**src/rtl/gas_pkg.sv**
```systemverilog
// Package for the grabber actuator sequencer: mode codes, register indexes,
// configuration and result structs, reset values and counter width.
// No dependencies; used by every module of the block.
`default_nettype none

package gas_pkg;

  // Tick counter width (saturating)
  localparam int TICK_COUNT_BITS = 17;
  typedef logic [TICK_COUNT_BITS-1:0] tick_t;
  localparam tick_t TICK_MAX = {TICK_COUNT_BITS{1'b1}};

  // Configuration register indexes
  localparam int CFG_INDEX_BITS = 2;
  typedef enum logic [CFG_INDEX_BITS-1:0] {
    REG_THRUST_THRESHOLD  = 2'd0,
    REG_PULSE_TICKS       = 2'd1,
    REG_REPULSE_TICKS     = 2'd2,
    REG_HOLD_PERIOD_TICKS = 2'd3
  } reg_index_t;

  // Register reset values
  localparam logic [15:0] THRUST_THRESHOLD_RST  = 16'd6554;
  localparam logic [15:0] PULSE_TICKS_RST       = 16'd800;
  localparam logic [15:0] REPULSE_TICKS_RST     = 16'd500;
  localparam logic [15:0] HOLD_PERIOD_TICKS_RST = 16'd60000;

  // Sequencer modes
  typedef enum logic [2:0] {
    MODE_WAIT      = 3'd0,
    MODE_STARTUP   = 3'd1,
    MODE_READY     = 3'd2,
    MODE_ENGAGING  = 3'd3,
    MODE_LANDED    = 3'd4,
    MODE_RELEASING = 3'd5,
    MODE_REENGAGE  = 3'd6
  } mode_t;

  // Configuration bundle from register file to core
  typedef struct packed {
    logic [15:0] thrust_threshold;
    logic [15:0] pulse_ticks;
    logic [15:0] repulse_ticks;
    logic [15:0] hold_period_ticks;
  } cfg_t;

  // One result item
  typedef struct packed {
    logic [2:0] mode_code;
    logic       disengage_drive;
    logic       engage_drive;
  } res_t;

endpackage

`default_nettype wire

```
**src/rtl/gas_cfg_regs.sv**
```systemverilog
// Configuration register file of the grabber actuator sequencer.
// Depends on gas_pkg for register indexes, reset values and cfg_t.
`default_nettype none

module gas_cfg_regs (
  input  wire                                  clk,
  input  wire                                  rst,
  input  wire                                  cfg_valid,
  output logic                                 cfg_ready,
  input  wire  [gas_pkg::CFG_INDEX_BITS-1:0]   cfg_index,
  input  wire  [15:0]                          cfg_data,
  output gas_pkg::cfg_t                        cfg
);

  // Always able to take a write transaction
  assign cfg_ready = 1'b1;

  // Decode index and write the selected register
  always_ff @(posedge clk) begin
    if (rst) begin
      cfg.thrust_threshold  <= gas_pkg::THRUST_THRESHOLD_RST;
      cfg.pulse_ticks       <= gas_pkg::PULSE_TICKS_RST;
      cfg.repulse_ticks     <= gas_pkg::REPULSE_TICKS_RST;
      cfg.hold_period_ticks <= gas_pkg::HOLD_PERIOD_TICKS_RST;
    end else if (cfg_valid) begin
      unique case (gas_pkg::reg_index_t'(cfg_index))
        gas_pkg::REG_THRUST_THRESHOLD:  cfg.thrust_threshold  <= cfg_data;
        gas_pkg::REG_PULSE_TICKS:       cfg.pulse_ticks       <= cfg_data;
        gas_pkg::REG_REPULSE_TICKS:     cfg.repulse_ticks     <= cfg_data;
        gas_pkg::REG_HOLD_PERIOD_TICKS: cfg.hold_period_ticks <= cfg_data;
        default: ;
      endcase
    end
  end

endmodule

`default_nettype wire

```
**src/rtl/gas_core.sv**
```systemverilog
// Mode state machine, tick counter and coil levels of the sequencer.
// Depends on gas_pkg for mode_t, tick_t, cfg_t and res_t.
`default_nettype none

module gas_core (
  input  wire                 clk,
  input  wire                 rst,
  input  wire                 step,
  input  wire  [15:0]         thrust_level,
  input  wire                 grab_request,
  input  gas_pkg::cfg_t       cfg,
  output gas_pkg::res_t       res_next
);

  gas_pkg::mode_t mode, mode_next;
  gas_pkg::tick_t elapsed_ticks, elapsed_ticks_next, cnt_inc;
  logic           engage_level, engage_level_next;
  logic           disengage_level, disengage_level_next;

  logic ge_pulse, gt_pulse, gt_repulse, gt_hold, takeoff, release_req;

  // Saturating count-up, then the compares
  assign cnt_inc     = (elapsed_ticks == gas_pkg::TICK_MAX) ? elapsed_ticks
                     : elapsed_ticks + gas_pkg::tick_t'(1);
  assign ge_pulse    = cnt_inc >= gas_pkg::tick_t'(cfg.pulse_ticks);
  assign gt_pulse    = cnt_inc >  gas_pkg::tick_t'(cfg.pulse_ticks);
  assign gt_repulse  = cnt_inc >  gas_pkg::tick_t'(cfg.repulse_ticks);
  assign gt_hold     = cnt_inc >  gas_pkg::tick_t'(cfg.hold_period_ticks);
  assign takeoff     = thrust_level >= cfg.thrust_threshold;
  assign release_req = grab_request && (thrust_level > cfg.thrust_threshold);

  // Next mode
  always_comb begin
    mode_next = mode;
    unique case (mode)
      gas_pkg::MODE_STARTUP:   if (ge_pulse) mode_next = gas_pkg::MODE_READY;
      gas_pkg::MODE_READY:     if (grab_request) mode_next = gas_pkg::MODE_ENGAGING;
      gas_pkg::MODE_ENGAGING:  if (gt_pulse) mode_next = gas_pkg::MODE_LANDED;
      gas_pkg::MODE_LANDED: begin
        if (release_req)  mode_next = gas_pkg::MODE_RELEASING;
        else if (gt_hold) mode_next = gas_pkg::MODE_REENGAGE;
      end
      gas_pkg::MODE_RELEASING: if (gt_pulse) mode_next = gas_pkg::MODE_READY;
      gas_pkg::MODE_REENGAGE:  if (gt_repulse) mode_next = gas_pkg::MODE_LANDED;
      default: begin
        // Wait for takeoff; the unused code falls back here
        mode_next = takeoff ? gas_pkg::MODE_STARTUP : gas_pkg::MODE_WAIT;
      end
    endcase
  end

  // Counter and coil levels
  always_comb begin
    elapsed_ticks_next   = cnt_inc;
    engage_level_next    = engage_level;
    disengage_level_next = disengage_level;
    unique case (mode)
      gas_pkg::MODE_STARTUP: begin
        if (ge_pulse) disengage_level_next = 1'b0;
      end
      gas_pkg::MODE_READY: begin
        if (grab_request) begin
          engage_level_next  = 1'b1;
          elapsed_ticks_next = '0;
        end
      end
      gas_pkg::MODE_ENGAGING: begin
        if (gt_pulse) begin
          engage_level_next  = 1'b0;
          elapsed_ticks_next = '0;
        end
      end
      gas_pkg::MODE_LANDED: begin
        if (release_req) begin
          engage_level_next    = 1'b0;
          disengage_level_next = 1'b1;
          elapsed_ticks_next   = '0;
        end else if (gt_hold) begin
          engage_level_next  = 1'b1;
          elapsed_ticks_next = '0;
        end
      end
      gas_pkg::MODE_RELEASING: begin
        if (gt_pulse) disengage_level_next = 1'b0;
      end
      gas_pkg::MODE_REENGAGE: begin
        if (gt_repulse) begin
          engage_level_next  = 1'b0;
          elapsed_ticks_next = '0;
        end
      end
      default: begin
        if (takeoff) begin
          disengage_level_next = 1'b1;
          elapsed_ticks_next   = '0;
        end
      end
    endcase
  end

  // Advance state on each tick
  always_ff @(posedge clk) begin
    if (rst) begin
      mode            <= gas_pkg::MODE_WAIT;
      elapsed_ticks   <= '0;
      engage_level    <= 1'b0;
      disengage_level <= 1'b0;
    end else if (step) begin
      mode            <= mode_next;
      elapsed_ticks   <= elapsed_ticks_next;
      engage_level    <= engage_level_next;
      disengage_level <= disengage_level_next;
    end
  end

  assign res_next.engage_drive    = engage_level_next;
  assign res_next.disengage_drive = disengage_level_next;
  assign res_next.mode_code       = mode_next;

endmodule

`default_nettype wire

```
**src/rtl/grabber_actuator_sequencer.sv**
```systemverilog
// Grabber actuator sequencer top level: input register, core, result register.
// An input transaction is captured in the input register; its result is loaded
// into the result register when free or draining. Throughput: one item per cycle
// while m_tready does not stall; the single mode/counter update sets it.
// Reset (rst, synchronous): mode wait-takeoff, counter and coils cleared,
// registers at their defaults, both pipeline registers empty.
`default_nettype none

module grabber_actuator_sequencer (
  input  wire         clk,
  input  wire         rst,
  // Input stream: tdata = thrust_level[15:0], grab_request[16], zero pad [23:17]
  input  wire         s_tvalid,
  output logic        s_tready,
  input  wire  [23:0] s_tdata,
  // Result stream: tdata = engage_drive[0], disengage_drive[1], mode_code[4:2],
  // zero pad [7:5]
  output logic        m_tvalid,
  input  wire         m_tready,
  output logic [7:0]  m_tdata,
  // Configuration write channel
  input  wire         cfg_valid,
  output logic        cfg_ready,
  input  wire  [gas_pkg::CFG_INDEX_BITS-1:0] cfg_index,
  input  wire  [15:0] cfg_data
);

  gas_pkg::cfg_t cfg;
  gas_pkg::res_t res_next;

  logic        in_valid;
  logic [15:0] in_thrust;
  logic        in_req;
  logic        step;

  gas_cfg_regs u_cfg (
    .clk       (clk),
    .rst       (rst),
    .cfg_valid (cfg_valid),
    .cfg_ready (cfg_ready),
    .cfg_index (cfg_index),
    .cfg_data  (cfg_data),
    .cfg       (cfg)
  );

  // Process the held item when the result register is free or draining
  assign step     = in_valid && (!m_tvalid || m_tready);
  assign s_tready = !in_valid || step;

  // Input register
  always_ff @(posedge clk) begin
    if (rst) begin
      in_valid <= 1'b0;
    end else if (s_tready) begin
      in_valid <= s_tvalid;
    end
  end

  always_ff @(posedge clk) begin
    if (s_tready && s_tvalid) begin
      in_thrust <= s_tdata[15:0];
      in_req    <= s_tdata[16];
    end
  end

  gas_core u_core (
    .clk          (clk),
    .rst          (rst),
    .step         (step),
    .thrust_level (in_thrust),
    .grab_request (in_req),
    .cfg          (cfg),
    .res_next     (res_next)
  );

  // Result register
  always_ff @(posedge clk) begin
    if (rst) begin
      m_tvalid <= 1'b0;
    end else if (step) begin
      m_tvalid <= 1'b1;
    end else if (m_tready) begin
      m_tvalid <= 1'b0;
    end
  end

  always_ff @(posedge clk) begin
    if (step) begin
      m_tdata <= {3'b000, res_next};
    end
  end

endmodule

`default_nettype wire
```
**config.mk**
```make
export PLATFORM = sky130hd
export DESIGN_NAME = grabber_actuator_sequencer
export DESIGN_NICKNAME = d
export VERILOG_FILES = /design/src/rtl/gas_pkg.sv /design/src/rtl/gas_cfg_regs.sv /design/src/rtl/gas_core.sv /design/src/rtl/grabber_actuator_sequencer.sv
export SDC_FILE = /design/constraint.sdc
export NUM_CORES = 1
export LEC_CHECK = 0
export BUFFER_PORTS_ARGS = -buffer_cell sky130_fd_sc_hd__buf_2
export CAP_MARGIN = 0
export CELL_PAD_IN_SITES_DETAIL_PLACEMENT = 1
export CELL_PAD_IN_SITES_GLOBAL_PLACEMENT = 2
export CORE_ASPECT_RATIO = 1.75
export CORE_MARGIN = 8
export CORE_UTILIZATION = 39
export DETAILED_ROUTE_END_ITERATION = 8
export GPL_TIMING_DRIVEN = 0
export MAX_ROUTING_LAYER = met4
export PLACE_DENSITY_LB_ADDON = 0.1
export SETUP_SLACK_MARGIN = 0.1
export SLEW_MARGIN = 20
export SYNTH_ARGS = -nofsm -noshare
export SYNTH_HDL_FRONTEND = slang
export SYNTH_SLANG_ARGS = --single-unit
```
**constraint.sdc**
```tcl
create_clock -name clk -period 6.4 [get_ports clk]
set_input_delay 1.28 -clock clk [delete_from_list [all_inputs] [get_ports clk]]
set_output_delay 1.28 -clock clk [all_outputs]
set_load 0.005 [all_outputs]
```
==> reports/qor_table.md, run 1 <==
| Parameter | Reported | Unit |
|---|---|---|
| HP Start | u_cfg.cfg[3] | - |
| Synth Area in Simple Gates | 0.204 | - |
| Final Critical Period | 4970 | ps |
| Reg area | 2420 | µm² |
| Vias after detailed routing | 5,501 | - |
| Inserted Clock Buffers | 9 | - |
| Initial Util | 0.394 | - |
| Max_cap viols | 0 | - |
| Worst skew pair latency | 370 | ps |
| Fraction of registers with async set/reset | 0 | - |
| Detailed-placement wirelength estimate | 16,100 | µm |
| Placement Rows | 61 | - |
| Multiplexer fraction of the synthesized cell area | 0.00525 | - |
| Die Ht | 183 | µm |
| Worst reg2reg path endpoint | u_core.elapsed_ticks[11] | - |
| Largest net degree at the start of global routing | 23 | - |
| Result of the run | finished, final reports clean | - |
| Global-route usage over all layers | 0.201 | - |
| Synth-to-Final Area Change | 12.8 | % |
| CTS Root Cell | sky130_fd_sc_hd__clkbuf_16 | - |
| Fmax | 201 | MHz |
| Residual DRC | 0 | - |
| Worst hold path endpoint | u_cfg.cfg[3] | - |
| Count of buffer and inverter cells on the critical path | 1 | - |
| Main combinational cell family by area after synthesis | simple AND/OR/NAND/NOR gates | - |
| Sum Neg Setup Slack | 0 | ps |
| Mean routed wirelength per cell | 20.0 | µm |
| Number of storage elements in the synthesis netlist | 110 | - |
| Total of buffers placed on input and output ports | 44 | - |
| Total number of clock tree sinks | 110 | - |
| RSZ-0062 raised after global routing | no | - |
| Number of gates resized after CTS | 0 | - |
| Tightest slew margin relative to the limit | 0.405 | - |
| Fraction of post-synthesis cell area in the top cell type by area | 0.284 | - |
| Leakage Power | 3.06 | nW |
| GPL Wtd Cong | 0.852 | - |
| Nature of the critical path startpoint | flop | - |
| Finished layout cell area | 6990 | µm² |
| Netlist area before placement | 6200 | µm² |
| Worst-case reg-to-reg path depth | 16 | - |
| Cells after synthesis | 738 | - |
| CP cell instances | ha_1, nand4_1, nor4_4, a211oi_1, and3_1, nand3_1, xnor2_1, ha_1, nand3_1, or3_1, a211oi_1, o31ai_1, a211o_1, a211o_1, buf_6, a32o_1 | - |
| Number of antenna-violating nets in the routed design | 0 | - |
| Fraction of the yosys area taken by sequential cells | 0.391 | - |
| Least-Margin Pin Slew | 892 | ps |
| Gate family responsible for the most delay along the worst path | simple AND/OR/NAND/NOR gates | - |
| Type of destination of the critical path | flop | - |
| Area contributors post-synth | sky130_fd_sc_hd__dfxtp_1, sky130_fd_sc_hd__ha_1, sky130_fd_sc_hd__edfxtp_1 | - |
| Synth Area per Inst | 8.40 | µm² |
| Most used cells in the layout excluding fill and tap cells | sky130_fd_sc_hd__nand2_1, sky130_fd_sc_hd__dfxtp_1, sky130_fd_sc_hd__a21oi_1, sky130_fd_sc_hd__inv_1, sky130_fd_sc_hd__ha_1 | - |
| CTS Hold Bufs | 0 | - |
| Worst Clk Skew | 14.0 | ps |
| Setup fix buffers added after clock tree synthesis | 0 | - |
| VDD IR max | 0.000132 | V |
| Most common cell after layout, fill and taps aside | sky130_fd_sc_hd__nand2_1 | - |
| Instance area at placement | 6660 | µm² |
| Setup-failing EPs final | 0 | - |
| Width of the die | 111 | µm |
| Post-synth EDFFs | 22 | - |
| First-pass GRT wire length | 31,200 | µm |
| Power Dens Cells | 222 | nW/µm² |
| Crit. path cell count | 16 | - |
| Depth of the worst hold-timing path | 2 | - |
| Initial DRC count | 195 | - |
| Multi-input logic area | 3350 | µm² |
| Adder-cell share of the synthesized area | 0.131 | - |
| Aggregate global routing overflow | 0 | - |
| Filler cell count in the final layout | 1,884 | - |
| Fraction of the cycle the final worst path needs | 0.777 | - |
| Cell with the largest stage delay on the worst path | sky130_fd_sc_hd__nor4_4 | - |
| Unique cell type count in the Yosys netlist | 67 | - |
| Startpoint of the worst-slack reg-to-reg timing path | u_core.elapsed_ticks[0] | - |
| Level count of the clock H-tree | 3 | - |
| Die area | 20,300 | µm² |
| Top FF cell, synth | sky130_fd_sc_hd__dfxtp_1 | - |
| Initial antenna violation count | 0 | - |
| Share of final-layout standard cells stronger than drive strength 1 | 0.0988 | - |
| Final #Nets | 907 | - |
| CP peak stage delay | 560 | ps |
| Number of hold violations in the final report | 0 | - |
| Leading area contributor after synthesis | sky130_fd_sc_hd__dfxtp_1 | - |
| Core outline area | 15,700 | µm² |
| Number of antenna repair diodes | 0 | - |
| CTS clk-pin slew, worst paths | 80 | ps |
| Yosys warnings | 0 | - |
| Detail-routed via count per cell | 5.56 | - |
| Number of detailed-routing iterations run before antenna repair | 6 | - |
| Path type of the worst min-delay path | flop to flop | - |
| # IOs | 58 | - |
| Final routed wirelength across all metal layers | 19,800 | µm |
| Share of the synthesized netlist area taken by xor and xnor gates | 0.0198 | - |
| Arrival @ worst endpoint | 5220 | ps |
| Final number of max-transition violations | 0 | - |
| Clock tree from TritonCTS | done | - |
| Crit Path Max Fanout | 10 | - |
| R2r setup slk | 1430 | ps |
| Critical path class | flop to flop | - |
| Total power consumption of the routed design | 1.55 | mW |
| Post-synthesis compound-gate area fraction | 0.177 | - |
| Vias in the first global route | 5,935 | - |
| Required @ worst endpoint | 6650 | ps |
| Maximum count of clock buffers along a single path | 2 | - |
[synth_stat cells, drive strengths merged, types with 7 or more instances]
cell,count
nor3,9
a211oi,12
buf,8
a211o,21
o21ai,17
nand4,18
nor2,47
clkbuf,30
a21o,7
a21oi,72
and3,8
a32o,8
edfxtp,22
inv,70
nand3b,9
ha,65
xnor2,8
dfxtp,88
nand3,20
nand2,127
[logic make-up (layout without fill, tap and decap cells)]
logic type      count (synthesis)  count (layout)
compound gates                168             168
xor+xnor                       14              14
fa+ha+maj                      65              65
buf+inv                       108             168
flops                         110             110
mux                             3               3
other cells                     2               4
simple gates                  268             268
[per-stage QoR]
stage / util / instances / hold WS [ps] / setup WS [ps]
finish: 0.445 / 989 / 459 / 1430
detailed placement: 0.424 / 973 / 450 / 1440
global route: 0.445 / 989 / 474 / 1130
floorplan: - / 740 / 436 / 2430
CTS: 0.445 / 989 / 463 / 1420
global placement: 0.424 / 973 / 443 / 1510
[sequential cells by signal, indices dropped and copies added (netlist names)]
signal                  flops
u_core.disengage_level      1
u_cfg.cfg                  64
in_thrust                  16
m_tdata                     5
in_valid                    1
u_core.mode                 3
in_req                      1
m_tvalid                    1
u_core.elapsed_ticks       17
u_core.engage_level         1
[power by group]
group | total (mW) | internal (mW) | switching [mW]
registers | 0.748 | 0.735 | 0.0128
logic | 0.190 | 0.0674 | 0.123
clock network | 0.614 | 0.306 | 0.307
[worst max path at each step]
stage / to / slack (ps) / startpoint
after floorplan: u_core.elapsed_ticks[5] / 2430 / u_core.elapsed_ticks[0]
after global placement: u_core.mode[1] / 1510 / u_core.elapsed_ticks[0]
after detailed placement: u_core.mode[1] / 1440 / u_core.elapsed_ticks[0]
after CTS: u_core.elapsed_ticks[11] / 1420 / u_core.elapsed_ticks[0]
after global routing: u_core.mode[1] / 1130 / u_core.elapsed_ticks[0]
final: u_core.elapsed_ticks[11] / 1430 / u_core.elapsed_ticks[0]
[worst reg2reg max path, stage by stage (launching register included)]
cell                       delay, ps
sky130_fd_sc_hd__dfxtp_1         420
sky130_fd_sc_hd__ha_1            250
sky130_fd_sc_hd__nand4_1         160
sky130_fd_sc_hd__nor4_4          560
sky130_fd_sc_hd__a211oi_1        300
sky130_fd_sc_hd__and3_1          310
sky130_fd_sc_hd__nand3_1         160
sky130_fd_sc_hd__xnor2_1         220
sky130_fd_sc_hd__ha_1            380
sky130_fd_sc_hd__nand3_1         170
sky130_fd_sc_hd__or3_1           400
sky130_fd_sc_hd__a211oi_1        240
sky130_fd_sc_hd__o31ai_1         180
sky130_fd_sc_hd__a211o_1         340
sky130_fd_sc_hd__a211o_1         320
sky130_fd_sc_hd__buf_6           180
sky130_fd_sc_hd__a32o_1          250
[per-layer routing]
metal,up-vias,GRT usage,wire length (µm)
met5,-,-,0
met4,0,0.113,973
met3,50,0.0272,388
met2,94,0.386,11200
met1,2678,0.183,7310
li1,2679,-,-
[cell type report]
type | instances | share of cell area
clock inverters | 6 | 0.0111
well taps | 189 | 0.0338
multi-input cells | 522 | 0.479
plain buffers | 38 | 0.0251
repair buffers | 44 | 0.0315
inverters | 70 | 0.0376
flip-flops and latches | 110 | 0.346
clock buffers | 10 | 0.0358
Power figures use the tool's default switching activity.
==> run 2: changes to the inputs <==
Settings changed: CORE_UTILIZATION 39 to 36.
Clock period 6.4 ns to 4.6 ns, I/O delays scaled along.
==> run 2 against run 1 <==
Cell count up 4.2%. Maximum frequency up 16%. Die area grew 7.4%. Clock skew is 2.4 ps lower. First-iteration DRC count decreased by 2.1%. Sequential share of layout area down 0.83 points. Sequential cell count is the same. Highest routed layer unchanged.
==> reports/qor_table.md, run 2 (synthesized netlist as in run 1, its figures left out) <==
| Parameter | Reported | Unit | vs previous |
|---|---|---|---|
| Final Critical Period | 4300 | ps | -676 ps |
| R2r setup slk | 300 | ps | -1120 ps |
| Maximum count of clock buffers along a single path | 2 | - | unchanged |
| Final worst slack | 305 | ps | -1120 ps |
| Sum Neg Setup Slack | 0 | ps | unchanged |
| GPL Wtd Cong | 0.906 | - | +6.4% |
| Total power consumption of the routed design | 2.10 | mW | +35% |
| Worst hold path endpoint | u_cfg.cfg[27] | - |  |
| Global-route usage over all layers | 0.198 | - | -0.00235 |
| Placement Rows | 63 | - | +3.3% |
| Number of cells after detailed placement | 1,011 | - | +3.9% |
| Inserted Clock Buffers | 9 | - | unchanged |
| Register with the most flip-flops | u_cfg.cfg | - |  |
| Final routed wirelength across all metal layers | 20,400 | µm | +3.1% |
| RSZ-0062 raised after global routing | yes | - |  |
| Initial antenna violation count | 0 | - | unchanged |
| Place WS | -487 | ps | -1920 ps |
| Required @ worst endpoint | 4840 | ps | -1810 ps |
| Instance area at placement | 6710 | µm² | +0.71% |
| CP cell instances | ha_2, nand4_1, nor4_4, buf_4, a211oi_4, buf_4, and3_1, xor2_1, ha_1, a21oi_1, o21a_1, o21ai_0, o31ai_2, a211o_1, a211o_1, buf_6, a32o_1 | - |  |
| Die Ht | 190 | µm | +3.7% |
| Finished layout cell area | 7170 | µm² | +2.6% |
| First-pass GRT wire length | 32,100 | µm | +2.8% |
| Total of buffers placed on input and output ports | 44 | - | unchanged |
| Detail-routed via count per cell | 5.35 | - | -3.8% |
| Fraction of the cycle the final worst path needs | 0.934 | - | +0.157 |
| Most common cell after layout, fill and taps aside | sky130_fd_sc_hd__nand2_1 | - |  |
| Path type of the worst min-delay path | flop to flop | - |  |
| Setup-failing EPs final | 0 | - | unchanged |
| Final number of max-transition violations | 0 | - | unchanged |
| Sw Share | 0.285 | - | -0.000681 |
| Count of buffer and inverter cells on the critical path | 3 | - | +2 |
| Worst skew pair latency | 360 | ps | about the same |
| Synth-to-Final Area Change | 15.7 | % |  |
| Total number of clock tree sinks | 110 | - | unchanged |
| Initial Util | 0.366 | - | -0.0285 |
| Clock group share of total power | 0.377 | - | -0.019 |
| Die area | 21,800 | µm² | +7.4% |
| VDD IR max | 0.000184 | V | +40% |
| Power Dens Cells | 293 | nW/µm² | +32% |
| CP peak stage delay | 380 | ps | -180 ps |
| Portion of total power attributed to sequential cells | 0.496 | - | +0.014 |
| Max_cap viols | 0 | - | unchanged |
| Filler cell count in the final layout | 2,043 | - | +8.4% |
| Initial DRC count | 191 | - | -2.1% |
| Final #Nets | 911 | - | +0.44% |
| Type of destination of the critical path | flop | - |  |
| Number of flip-flops in the largest register | 64 | - | unchanged |
| Width of the die | 115 | µm | +3.5% |
| Residual DRC | 0 | - | unchanged |
| Share of final-layout standard cells stronger than drive strength 1 | 0.127 | - | +0.0281 |
| Worst reg2reg path endpoint | u_core.elapsed_ticks[1] | - |  |
| Leakage Power | 3.10 | nW | +1.2% |
| Core outline area | 16,900 | µm² | +7.8% |
| Vias after detailed routing | 5,517 | - | +0.29% |
| Gate family responsible for the most delay along the worst path | compound AO/OA/AOI/OAI gates | - |  |
| Non-filler instance count after layout | 1,031 | - | +4.2% |
| Cell with the largest stage delay on the worst path | sky130_fd_sc_hd__dfxtp_2 | - |  |
| Tightest slew margin relative to the limit | 0.428 | - | +0.0230 |
| Least-Margin Pin Slew | 858 | ps | -34.5 ps |
| CTS Root Cell | sky130_fd_sc_hd__clkbuf_16 | - |  |
| Top flop regs | u_cfg.cfg (64), u_core.elapsed_ticks (17), in_thrust (16) | - |  |
| Startpoint of the worst-slack reg-to-reg timing path | u_core.elapsed_ticks[0] | - |  |
| Worst Clk Skew | 11.6 | ps | -2.36 ps |
| Fmax | 233 | MHz | +16% |
| Result of the run | finished, final reports clean | - |  |
| Nature of the critical path startpoint | flop | - |  |
| Number of detailed-routing iterations run before antenna repair | 4 | - | -2 |
| Critical path class | flop to flop | - |  |
| Detailed-placement wirelength estimate | 16,600 | µm | +3.2% |
| Number of antenna repair diodes | 0 | - | unchanged |
| Largest net degree at the start of global routing | 21 | - | -8.7% |
| Crit Path Max Fanout | 10 | - | unchanged |
| HP Start | u_cfg.cfg[27] | - |  |
| Mean routed wirelength per cell | 19.8 | µm | -1.1% |
| CTS clk-pin slew, worst paths | 80 | ps | about the same |
| Net load switching power | 0.598 | mW | +35% |
| Level count of the clock H-tree | 3 | - | unchanged |
| CTS Hold Bufs | 0 | - | unchanged |
| Clock tree from TritonCTS | done | - |  |
| Depth of the worst hold-timing path | 2 | - | unchanged |
| Aggregate global routing overflow | 0 | - | unchanged |
| Vias in the first global route | 6,038 | - | +1.7% |
| Most used cells in the layout excluding fill and tap cells | sky130_fd_sc_hd__nand2_1, sky130_fd_sc_hd__dfxtp_1, sky130_fd_sc_hd__a21oi_1, sky130_fd_sc_hd__inv_1, sky130_fd_sc_hd__ha_1 | - |  |
| Arrival @ worst endpoint | 4540 | ps | -680 ps |
| Worst-case reg-to-reg path depth | 17 | - | +1 |
| Number of antenna-violating nets in the routed design | 0 | - | unchanged |
| Number of hold violations in the final report | 0 | - | unchanged |
| # IOs | 58 | - | unchanged |
| Combinational share of power | 0.127 | - | +0.004 |
| Int Pwr | 1.50 | mW | +35% |
## run 2: changes by cell type in the layout (fill, tap and decap cells not counted), moves of 2 or more
| cell | delta |
|---|---|
| sky130_fd_sc_hd__xor2_2 | +3 |
| sky130_fd_sc_hd__xnor2_4 | +2 |
| sky130_fd_sc_hd__dfxtp_2 | +2 |
| sky130_fd_sc_hd__xor2_1 | -3 |
| sky130_fd_sc_hd__clkinv_4 | +2 |
| sky130_fd_sc_hd__xnor2_1 | -2 |
| sky130_fd_sc_hd__nand3_2 | +3 |
| sky130_fd_sc_hd__dfxtp_1 | -2 |
| sky130_fd_sc_hd__a211oi_2 | +2 |
| sky130_fd_sc_hd__nand3_1 | -3 |
| sky130_fd_sc_hd__buf_4 | +4 |
| sky130_fd_sc_hd__a211oi_1 | -3 |
## run 2: metrics by stage
step | utilization | hold WS [ps]
final | 0.423 | 457
after global routing | 0.423 | 481
after floorplan | - | 436
after detailed placement | 0.396 | 450
after global placement | 0.396 | 445
after CTS | 0.419 | 461
## run 2: worst max path at each step
| stage | slack [ps] | start | endpoint | cells after the start |
|---|---|---|---|---|
| 5_1_grt | 110 | u_core.elapsed_ticks[0] | u_core.elapsed_ticks[12] | 18 |
| 6_report | 300 | u_core.elapsed_ticks[0] | u_core.elapsed_ticks[1] | 17 |
| 3_5_place_dp | -490 | u_core.elapsed_ticks[0] | u_core.mode[1] | 16 |
| 2_1_floorplan | 630 | u_core.elapsed_ticks[0] | u_core.elapsed_ticks[5] | 16 |
| 4_1_cts | 130 | u_core.elapsed_ticks[0] | u_core.elapsed_ticks[12] | 18 |
| 3_3_place_gp | -380 | u_core.elapsed_ticks[0] | u_core.mode[1] | 16 |
## run 2: what timing repair did
| action | in CTS | in global routing |
|---|---|---|
| endpoints found under the setup margin | 26 | 20 |
| gates resized for setup | 18 | 8 |
| setup buffers | 2 | 2 |
| gates cloned | 0 | 0 |
| pin swaps | 2 | 4 |
## run 2: layout make-up
class                      count  area [µm²]  area share
buffer                        38         175      0.0244
sequential                   110        2420       0.338
timing repair buffer          48         250      0.0349
inverter                      70         263      0.0366
clock inverter                 6        62.6     0.00872
multi-input combinational    522        3480       0.486
clock buffer                  10         229      0.0319
tap                          227         284      0.0396
## run 2: per-layer routing
metal,routed length [µm],GRT usage,vias up
met2,11700,0.385,77
met1,7670,0.190,2724
met5,0,-,-
li1,-,-,2682
met4,758,0.0859,0
met3,288,0.0200,34
## run 2: worst min-delay path, stage by stage (launching register included)
cell and delay [ps]:
sky130_fd_sc_hd__dfxtp_1 310, sky130_fd_sc_hd__nand2_1 50, sky130_fd_sc_hd__a21oi_1 50
## run 2: power by group through the flow
stage	Combinational, mW	Clock, mW	Sequential, mW
floorplan	0.165	0	1.06
global placement	0.257	0	1.06
detailed placement	0.268	0	1.06
CTS	0.270	0.808	1.04
global route	0.297	0.854	1.05
finish	0.267	0.791	1.04
==> run 3: changes to the inputs <==
Settings changed: BUFFER_PORTS_ARGS -buffer_cell sky130_fd_sc_hd__buf_2 to unset, CORE_MARGIN 8 to unset, CORE_UTILIZATION 36 to 39, DONT_BUFFER_PORTS set to 1.
==> run 3 against run 2 <==
Routed wire length fell by 6.5%. Total power fell by 1.3%. Hold slack improved by 3.8 ps. Setup slack got worse by 51 ps. Die area fell by 25%. Sequential share of layout area rose by 1.3 points. Non-clock buffer count fell by 41. Critical path depth rose by 1.
==> reports/qor_table.md, run 3 (synthesized netlist as in run 1, its figures left out) <==
| Parameter | Reported | Unit | vs previous |
|---|---|---|---|
| Result of the run | finished, final reports clean | - |  |
| CP peak stage delay | 400 | ps | +20 ps |
| Number of detailed-routing iterations run before antenna repair | 4 | - | unchanged |
| Required @ worst endpoint | 4850 | ps | about the same |
| Placement Rows | 60 | - | -4.8% |
| Final routed wirelength across all metal layers | 19,100 | µm | -6.5% |
| Worst Clk Skew | 14.3 | ps | +2.64 ps |
| Width of the die | 97.3 | µm | -16% |
| Initial antenna violation count | 0 | - | unchanged |
| # IOs | 58 | - | unchanged |
| CTS Root Cell | sky130_fd_sc_hd__clkbuf_16 | - |  |
| Gate family responsible for the most delay along the worst path | compound AO/OA/AOI/OAI gates | - |  |
| Total power consumption of the routed design | 2.07 | mW | -1.3% |
| Final number of max-transition violations | 0 | - | unchanged |
| Non-filler instance count after layout | 949 | - | -8.0% |
| Register with the most flip-flops | u_cfg.cfg | - |  |
| Aggregate global routing overflow | 0 | - | unchanged |
| GPL Wtd Cong | 0.836 | - | -7.7% |
| Level count of the clock H-tree | 3 | - | unchanged |
| Inserted Clock Buffers | 9 | - | unchanged |
| Number of antenna repair diodes | 0 | - | unchanged |
| Residual DRC | 0 | - | unchanged |
| Maximum count of clock buffers along a single path | 2 | - | unchanged |
| Number of flip-flops in the largest register | 64 | - | unchanged |
| Mean routed wirelength per cell | 20.1 | µm | +1.6% |
| Final #Nets | 870 | - | -4.5% |
| Largest net degree at the start of global routing | 22 | - | +4.8% |
| Share of final-layout standard cells stronger than drive strength 1 | 0.0773 | - | -0.0495 |
| Top flop regs | u_cfg.cfg (64), u_core.elapsed_ticks (17), in_thrust (16) | - |  |
| Final Critical Period | 4350 | ps | +51.1 ps |
| Global-route usage over all layers | 0.244 | - | +0.0461 |
| Global routing met2 resource utilization | 0.487 | - | +0.102 |
| Met3 track demand over resource | 0.0347 | - | +0.0147 |
| Clock tree from TritonCTS | done | - |  |
| Most common cell after layout, fill and taps aside | sky130_fd_sc_hd__nand2_1 | - |  |
| Least-Margin Pin Slew | 826 | ps | -31.7 ps |
| CP cell instances | ha_2, nand4_1, nor4_4, buf_4, a211oi_4, and3_4, nand3_1, xnor2_2, ha_1, nand3_2, or3_1, a211oi_2, o31ai_2, buf_4, a211o_1, a211o_1, buf_6, a32o_1 | - |  |
| Tightest slew margin relative to the limit | 0.447 | - | +0.0191 |
| Detailed-placement wirelength estimate | 15,500 | µm | -6.6% |
| Synth-to-Final Area Change | 11.3 | % |  |
| RSZ-0062 raised after global routing | no | - |  |
| Cell with the largest stage delay on the worst path | sky130_fd_sc_hd__or3_1 | - |  |
| Power Dens Cells | 300 | nW/µm² | +2.6% |
| Vias in the first global route | 5,705 | - | -5.5% |
| Most Used Layer, Global Route | met2 | - |  |
| Initial Util | 0.401 | - | +0.0351 |
| Leakage Power | 2.94 | nW | -5.0% |
| Path type of the worst min-delay path | flop to flop | - |  |
| CTS clk-pin slew, worst paths | 90 | ps | about the same |
| First-pass GRT wire length | 29,700 | µm | -7.4% |
| Fraction of the cycle the final worst path needs | 0.945 | - | +0.0111 |
| Met1 capacity usage during global routing | 0.222 | - | +0.0326 |
| VDD IR max | 0.000184 | V | -0.28% |
| Worst skew pair latency | 360 | ps | about the same |
| Critical path class | flop to flop | - |  |
| Count of buffer and inverter cells on the critical path | 3 | - | unchanged |
| Nature of the critical path startpoint | flop | - |  |
| Max_cap viols | 0 | - | unchanged |
| Die Ht | 169 | µm | -11% |
| Number of antenna-violating nets in the routed design | 0 | - | unchanged |
| Initial DRC count | 110 | - | -42% |
| Die area | 16,400 | µm² | -25% |
| Crit Path Max Fanout | 10 | - | unchanged |
| Core outline area | 15,500 | µm² | -8.7% |
| CTS Hold Bufs | 0 | - | unchanged |
| Arrival @ worst endpoint | 4600 | ps | +60 ps |
| Detail-routed via count per cell | 5.57 | - | +4.1% |
| Setup-failing EPs final | 0 | - | unchanged |
| Vias after detailed routing | 5,288 | - | -4.2% |
| Type of destination of the critical path | flop | - |  |
| Fmax | 230 | MHz | -1.2% |
| Total number of clock tree sinks | 110 | - | unchanged |
| Most used cells in the layout excluding fill and tap cells | sky130_fd_sc_hd__nand2_1, sky130_fd_sc_hd__dfxtp_1, sky130_fd_sc_hd__a21oi_1, sky130_fd_sc_hd__inv_1, sky130_fd_sc_hd__ha_1 | - |  |
| Number of hold violations in the final report | 0 | - | unchanged |
| Total of buffers placed on input and output ports | 0 | - | -100% |
| Number of cells after detailed placement | 926 | - | -8.4% |
[run 3: repair_timing]
| action | CTS | global route |
|---|---|---|
| gates resized for setup | 14 | 9 |
| pin swaps | 2 | 4 |
| setup buffers | 1 | 6 |
| endpoints found under the setup margin | 25 | 21 |
[run 3: worst min-delay path, delay by kind of cell (launching register included)]
kind	cells	cell delay, ps
flip-flops	1	320
AND/OR/NAND/NOR	1	50
AO/OA/AOI/OAI	1	50
[run 3: layout make-up]
| cell class | count | area [µm²] |
|---|---|---|
| Inverter | 70 | 263 |
| Sequential cell | 110 | 2420 |
| Tap cell | 186 | 233 |
| Buffer | 38 | 175 |
| Clock inverter | 7 | 72.6 |
| Multi-Input combinational cell | 522 | 3450 |
| Fill cell | 1897 | 8560 |
| Clock buffer | 9 | 225 |
| Timing Repair Buffer | 7 | 52.6 |
[run 3: stage by stage]
step | hold WS (ps) | util | worst slack, ps | cell area, µm² | setup TNS, ps
floorplan | 436 | - | 629 | 6210 | 0
global placement | 444 | 0.416 | -339 | 6440 | -5330
detailed placement | 449 | 0.416 | -440 | 6440 | -8260
CTS | 461 | 0.440 | 96.2 | 6800 | 0
global route | 484 | 0.446 | 92.7 | 6900 | 0
finish | 461 | 0.446 | 254 | 6900 | 0
[run 3: layer usage]
| layer | wire [µm] | vias to the layer above |
|---|---|---|
| met5 | 0 | - |
| met4 | 943 | 0 |
| met3 | 432 | 41 |
| met2 | 10800 | 80 |
| met1 | 6950 | 2563 |
| li1 | - | 2604 |
[run 3: worst paths after layout]
path	start	end	slack, ps	cells past startpoint
worst max-delay path	u_core.elapsed_ticks[0]	u_core.elapsed_ticks[8]	250	18
worst min-delay path	u_cfg.cfg[34]	u_cfg.cfg[34]	460	2
worst max register to register	u_core.elapsed_ticks[0]	u_core.elapsed_ticks[8]	250	18
worst min register to register	u_cfg.cfg[34]	u_cfg.cfg[34]	460	2
[run 3: where the power goes]
| part | total (mW) | internal, mW | switching [mW] |
|---|---|---|---|
| Sequential | 1.04 | 1.02 | 0.0186 |
| Clock | 0.797 | 0.387 | 0.409 |
| Combinational | 0.234 | 0.0812 | 0.153 |
